File: config.mk
export PLATFORM = sky130hd
export DESIGN_NAME = gf256_multiply_inverse_unit
export DESIGN_NICKNAME = d
export VERILOG_FILES = /design/src/rtl/core/gfmiu_pkg.sv /design/src/rtl/core/gfmiu_ctrl.sv /design/src/rtl/core/gfmiu_datapath.sv /design/src/rtl/core/gf256_multiply_inverse_unit.sv
export SDC_FILE = /design/constraint.sdc
export NUM_CORES = 1
export LEC_CHECK = 0
export ABC_AREA = 1
export BUFFER_PORTS_ARGS = -buffer_cell sky130_fd_sc_hd__clkbuf_2
export CORE_ASPECT_RATIO = 1.5
export CORE_MARGIN = 2
export CORE_UTILIZATION = 56
export DETAILED_ROUTE_END_ITERATION = 10
export GPL_TIMING_DRIVEN = 0
export PLACE_DENSITY = 0.76
export SETUP_SLACK_MARGIN = 0.1
export SLEW_MARGIN = 5
export SYNTH_ARGS = -nofsm -noshare
export SYNTH_HDL_FRONTEND = slang
export SYNTH_SLANG_ARGS = --single-unit
File: constraint.sdc
create_clock -name i_clk -period 4.2 [get_ports i_clk]
set_input_delay 0.42 -clock i_clk [delete_from_list [all_inputs] [get_ports i_clk]]
set_output_delay 0.42 -clock i_clk [all_outputs]
set_load 0.02 [all_outputs]
File: src/rtl/core/gfmiu_pkg.sv
// ---------------------------------------------------------------------------
// gfmiu_pkg
// Shared types, constants and field helpers for the GF(2^8) multiply and
// inverse unit (AES reduction polynomial x^8+x^4+x^3+x+1).
// ---------------------------------------------------------------------------
package gfmiu_pkg;

    localparam logic [8:0] AES_POLY    = 9'h11b;
    localparam logic [4:0] EUCLID_GUARD = 5'd16;

    localparam logic OP_MUL = 1'b0;
    localparam logic OP_INV = 1'b1;

    typedef enum logic [0:0] {
        S_IDLE,
        S_CALC
    } t_state;

    // controller to datapath
    typedef struct packed {
        logic load;
        logic step;
        logic emit;
    } t_dp_cmd;

    // datapath to controller
    typedef struct packed {
        logic finished;
    } t_dp_status;

    // carry-less product reduced modulo the field polynomial
    function automatic logic [7:0] gf_mul(input logic [7:0] a, input logic [7:0] b);
        logic [7:0] acc;
        logic [7:0] sh;
        acc = '0;
        sh  = b;
        for (int i = 0; i < 8; i++) begin
            if (a[i]) begin
                acc = acc ^ sh;
            end
            sh = sh[7] ? ({sh[6:0], 1'b0} ^ AES_POLY[7:0]) : {sh[6:0], 1'b0};
        end
        return acc;
    endfunction

    // degree of a 9-bit polynomial, zero for the zero polynomial
    function automatic logic [3:0] deg9(input logic [8:0] v);
        logic [3:0] d;
        d = '0;
        for (int k = 1; k < 9; k++) begin
            if (v[k]) begin
                d = 4'(k);
            end
        end
        return d;
    endfunction

endpackage

File: src/rtl/core/gfmiu_ctrl.sv
// ---------------------------------------------------------------------------
// gfmiu_ctrl
// Request sequencer: accepts a request, runs the datapath until it reports
// completion, then hands the result to the output register.
// ---------------------------------------------------------------------------
module gfmiu_ctrl
    import gfmiu_pkg::*;
(
    input  logic       i_clk,
    input  logic       i_rst_n,
    input  logic       i_in_valid,
    output logic       o_in_ready,
    output logic       o_out_valid,
    input  logic       i_out_ready,
    input  t_dp_status i_status,
    output t_dp_cmd    o_cmd
);

    t_state r_state;
    t_state n_state;
    logic   r_out_valid;
    logic   n_out_valid;

    always_ff @(posedge i_clk) begin
        if (!i_rst_n) begin
            r_state     <= S_IDLE;
            r_out_valid <= 1'b0;
        end else begin
            r_state     <= n_state;
            r_out_valid <= n_out_valid;
        end
    end

    always_comb begin
        n_state     = r_state;
        o_cmd       = '0;
        o_in_ready  = 1'b0;
        n_out_valid = r_out_valid & ~i_out_ready;
        case (r_state)
            S_IDLE: begin
                o_in_ready = 1'b1;
                if (i_in_valid) begin
                    o_cmd.load = 1'b1;
                    n_state    = S_CALC;
                end
            end
            S_CALC: begin
                if (!i_status.finished) begin
                    o_cmd.step = 1'b1;
                end else if (!r_out_valid || i_out_ready) begin
                    // output slot free this cycle
                    o_cmd.emit  = 1'b1;
                    n_out_valid = 1'b1;
                    n_state     = S_IDLE;
                end
            end
            default: begin
                n_state = S_IDLE;
            end
        endcase
    end

    assign o_out_valid = r_out_valid;

endmodule

File: src/rtl/core/gfmiu_datapath.sv
// ---------------------------------------------------------------------------
// gfmiu_datapath
// Operand registers, one shift-and-subtract step of the extended Euclidean
// algorithm per cycle, the field multiplier and the result register.
// ---------------------------------------------------------------------------
module gfmiu_datapath
    import gfmiu_pkg::*;
(
    input  logic       i_clk,
    input  t_dp_cmd    i_cmd,
    input  logic       i_req_type,
    input  logic [7:0] i_operand_a,
    input  logic [7:0] i_operand_b,
    output t_dp_status o_status,
    output logic [7:0] o_field_result
);

    logic       r_op;
    logic       r_a_zero;
    logic [7:0] r_b;
    logic [8:0] r_r0;
    logic [7:0] r_r1;
    logic [7:0] r_t0;
    logic [7:0] r_t1;
    logic [4:0] r_cnt;
    logic [7:0] r_result;

    logic [3:0] deg_r0;
    logic [3:0] deg_r1;
    logic [3:0] sh;
    logic [8:0] rem;
    logic [7:0] t_next;
    logic       swap;
    logic [7:0] result;

    assign deg_r0 = deg9(r_r0);
    assign deg_r1 = deg9({1'b0, r_r1});
    assign sh     = deg_r0 - deg_r1;
    assign rem    = r_r0 ^ ({1'b0, r_r1} << sh);
    // q*t1 built one quotient term at a time
    assign t_next = r_t0 ^ gf_mul(8'(9'd1 << sh), r_t1);
    assign swap   = (deg9(rem) < deg_r1);

    assign o_status.finished = (r_op == OP_MUL) || (r_r1 == 8'd1) || (r_r1 == 8'd0)
                               || (r_cnt == EUCLID_GUARD);

    assign result = (r_op == OP_MUL) ? gf_mul(r_r1, r_b) : (r_a_zero ? 8'd0 : r_t1);

    always_ff @(posedge i_clk) begin
        if (i_cmd.load) begin
            r_op     <= i_req_type;
            r_a_zero <= (i_operand_a == 8'd0);
            r_b      <= i_operand_b;
            r_r0     <= AES_POLY;
            r_r1     <= i_operand_a;
            r_t0     <= 8'd0;
            r_t1     <= 8'd1;
            r_cnt    <= '0;
        end else if (i_cmd.step) begin
            if (swap) begin
                r_r0  <= {1'b0, r_r1};
                r_r1  <= rem[7:0];
                r_t0  <= r_t1;
                r_t1  <= t_next;
                r_cnt <= r_cnt + 5'd1;
            end else begin
                r_r0 <= rem;
                r_t0 <= t_next;
            end
        end
        if (i_cmd.emit) begin
            r_result <= result;
        end
    end

    assign o_field_result = r_result;

endmodule

File: src/rtl/core/gf256_multiply_inverse_unit.sv
// ---------------------------------------------------------------------------
// gf256_multiply_inverse_unit
// GF(2^8) multiply and multiplicative inverse over the AES polynomial.
// ---------------------------------------------------------------------------
// Requests arrive on i_in_valid / o_in_ready with i_req_type (multiply or
// inverse), i_operand_a and i_operand_b; results leave on o_out_valid /
// i_out_ready with o_field_result. One request is worked on at a time.
// For a multiply, the sequencer loads the request, then writes the product
// into the output register once that register is free and returns to idle
// to accept the next request. An inverse first runs the shift-and-subtract
// steps of the Euclidean long divisions, at most 14 steps, one at a time on
// the single step unit in the datapath. Inverse of zero or one gives zero or
// one without any step, as a multiply does.
// The result sits in an output register, so a new request is accepted
// while the previous result still waits to be taken; if the receiver
// stalls, the finished request holds in the datapath until the output
// register frees. Reset (synchronous, active low) empties the output
// register and returns the sequencer to idle.
// ---------------------------------------------------------------------------
module gf256_multiply_inverse_unit
    import gfmiu_pkg::*;
(
    input  logic       i_clk,
    input  logic       i_rst_n,
    input  logic       i_in_valid,
    output logic       o_in_ready,
    input  logic       i_req_type,
    input  logic [7:0] i_operand_a,
    input  logic [7:0] i_operand_b,
    output logic       o_out_valid,
    input  logic       i_out_ready,
    output logic [7:0] o_field_result
);

    t_dp_cmd    cmd;
    t_dp_status status;

    gfmiu_ctrl u_ctrl (
        .i_clk       (i_clk),
        .i_rst_n     (i_rst_n),
        .i_in_valid  (i_in_valid),
        .o_in_ready  (o_in_ready),
        .o_out_valid (o_out_valid),
        .i_out_ready (i_out_ready),
        .i_status    (status),
        .o_cmd       (cmd)
    );

    gfmiu_datapath u_datapath (
        .i_clk          (i_clk),
        .i_cmd          (cmd),
        .i_req_type     (i_req_type),
        .i_operand_a    (i_operand_a),
        .i_operand_b    (i_operand_b),
        .o_status       (status),
        .o_field_result (o_field_result)
    );

endmodule

==> impl_metrics.yaml <==
grt:
  gr-total-overflow: 0
  track_usage_pct: 31.0
  grt_pass1_vias: 4957
  antenna_found_initial: 0
  grt_max_degree: 20
  grt_pass1_wl_mm: 23.8
drt:
  drtAntennaViolNets: 0
  first_pass_iters: 6
  drt_first_iter_violations: 454
  wl_mm: 15.6
  wl_per_cell_um: 16.6
  drt-vias-per-instance: 5.67
  vias: 5335
  drc: 0
clock_network:
  clock_sinks: 58
  numCtsBuffers: 9
  worstSkewPairLatency_ps: 340
  cts_max_path_buffers: 2
  cts_tree: "done"
  clkTransAtPathRegs_ps: 60
  cts_hold_repair.buffers: 0
  htree_levels: 3
  root_buffer: "clkbuf_16"
placed_design:
  globalplace.congestion: 0.972
  portBuffers: 30
  placed_area_um2: 5500
  dp_hpwl_mm: 10.9
logic_synthesis:
  synth-async-reset-ratio_pct: 0
  synth-edff-count: 26
  yosysTopAreaCell: "nand2_1"
  yosys_warnings: 0
  synthesis.nets: 786
  yosys_register_bits: 58
  syn_area_um2: 5210
  synth_most_common_cell: "nand2_1"
  synth_top_area_share_pct: 15.2
  avgSynthCellArea_um2: 6.88
  synth_ff_type: "dfxtp_1"
  seq_area_frac_synth_pct: 27.3
  synth_cells: 757
  synth_cell_types: 49
  ys_top_cells_by_area: "nand2_1 15%, edfxtp_1 15%, dfxtp_1 12%"
  yosys-top-cells-count: "211 x nand2_1, 66 x inv_1, 65 x nor2_1"
cells_and_area:
  area_growth_pct: 23.2
  design_area_um2: 6410
  nets: 853
  post-route-util_pct: 70.1
  drive_above_1_share_pct: 22.4
  antennaDiodeCount: 0
hold_path:
  hp-start: "i_operand_b[7]"
  hold_path_class: "primary input to flip-flop"
sta:
  finalSetupTns_ps: 0
  tightestPinTransition_ps: 1380
  finalSetupViolations: 0
  period_share_pct: 98.1
  period_minus_slack_ps: 4120
  max_slew_margin_pct: 8.04
  rsz0062_at_grt: "true"
  slew_violations: 0
  fmax_mhz: 243
  skew_ps: 7.32
  hold_viol_final: 0
setup_path:
  cp.arrival_ps: 4350
  path_class: "flip-flop to flip-flop"
  worstSetupStartpointType: "flip-flop"
  startpoint: "u_datapath.r_r1[7]$_DFFE_PP_"
  required_ps: 4430
  worstSetupEndpointType: "flip-flop"
  worstPathMaxFanout: 10
  r2r-start: "u_datapath.r_r1[7]$_DFFE_PP_"
flow_run:
  maxCapViolations: 0
floorplanning:
  die_w_um: 82.7
  die_area_um2: 10100
  start_util_pct: 56.9
  io_pins: 31
  core_um2: 9150
  die_y_um: 122
  rows: 43
run_status:
  outcome: "complete, no violations"
through the flow:
| stage | hold WS (ps) | std cells | setup WS, ps |
|---|---|---|---|
| floorplan | 456 | 757 | 158 |
| global placement | 472 | 899 | -707 |
| detailed placement | 475 | 899 | -781 |
| CTS | 258 | 927 | 102 |
| global route | 260 | 941 | -56.5 |
| finish | 260 | 941 | 79.9 |
final timing paths:
kind / endpoint / slack (ps) / cells after the start
setup / recovery: u_datapath.r_t0[6]$_SDFFE_PP0P_ / 80 / 26
hold / removal: u_datapath.r_b[7]$_DFFE_PP_ / 260 / 1
setup reg to reg: u_datapath.r_t0[6]$_SDFFE_PP0P_ / 80 / 26
hold reg to reg: u_datapath.r_t0[2]$_SDFFE_PP0P_ / 480 / 2
repair_timing:
item                                    CTS  global route
gates resized for setup                  17            76
endpoints found under the hold margin     0             0
gates cloned                              0             2
endpoints found under the setup margin   37            37
buffers inserted                         12            12
pin swaps                                 2            25
state kept, by name, summed over array words and instances, names as in the netlist:
register and flops:
u_datapath.r_a_zero 1, u_datapath.r_r1 8, u_datapath.r_op 1, u_datapath.r_b 8, u_datapath.o_field_result 8, u_ctrl.o_out_valid 1, u_datapath.r_r0 9, u_ctrl.r_state 1
u_datapath.r_cnt 5, u_datapath.r_t1 8, u_datapath.r_t0 8
cell families (layout without fill, tap and decap cells):
kind of cell    count (synthesis)  count (layout)  share of synthesized area [%]
simple gates                  359             359                           29.3
compound gates                118             118                           12.4
buf+inv                       108             180                           9.16
xor+xnor                      106             106                           19.9
flops                          58              58                           27.3
fa+ha+maj                       8               8                           2.07
per-layer routing:
layer  global-route usage [%]  vias to the layer above  share of wire [%]
li1                         -                     2561                  -
met1                     36.8                     2459                 38
met2                     52.5                      252                 50
met3                     5.41                       63                6.7
met4                     15.6                        0                4.3
met5                        0                        -                  0
area by class of cell:
type | instances | area, µm²
inverters | 77 | 292
clock inverters | 6 | 86.3
repair buffers | 56 | 402
fillers | 745 | 2730
multi-input cells | 591 | 3580
well taps | 112 | 140
clock buffers | 10 | 250
plain buffers | 31 | 243
flip-flops and latches | 58 | 1420
placed cells by master (no fill, tap or decap), types with 26 or more instances in the layout:
| master | netlist | final |
|---|---|---|
| xnor2_1 | 36 | 36 |
| o21ai_0 | 34 | 33 |
| dfxtp_1 | 32 | 31 |
| inv_1 | 66 | 61 |
| clkbuf_2 | 0 | 30 |
| xor2_1 | 62 | 60 |
| nor2_1 | 65 | 63 |
| nand2_1 | 211 | 192 |
| edfxtp_1 | 26 | 26 |
| nand3_1 | 46 | 41 |
| a21oi_1 | 36 | 26 |
critical path: stages, from the launching register on:
cell and delay [ps]:
edfxtp_1 490, buf_2 250, a21oi_1 200, inv_1 100, ha_2 210, fa_2 640
buf_6 160, nand3_2 70, nand2_2 90, nand2_2 70, nand3_4 100, xor2_2 200
nand2_1 110, a21oi_1 150, o21bai_1 70, inv_1 50, ha_1 210, nand2_1 70
nand2_2 70, nand2_4 90, buf_12 120, nand2_8 70, buf_12 140, nand2_2 40
nand2_1 50, o21ai_1 140, inv_1 40
Power is not shown: default switching activity piles up to over one toggle a cycle in this logic, so the estimate is an artifact.
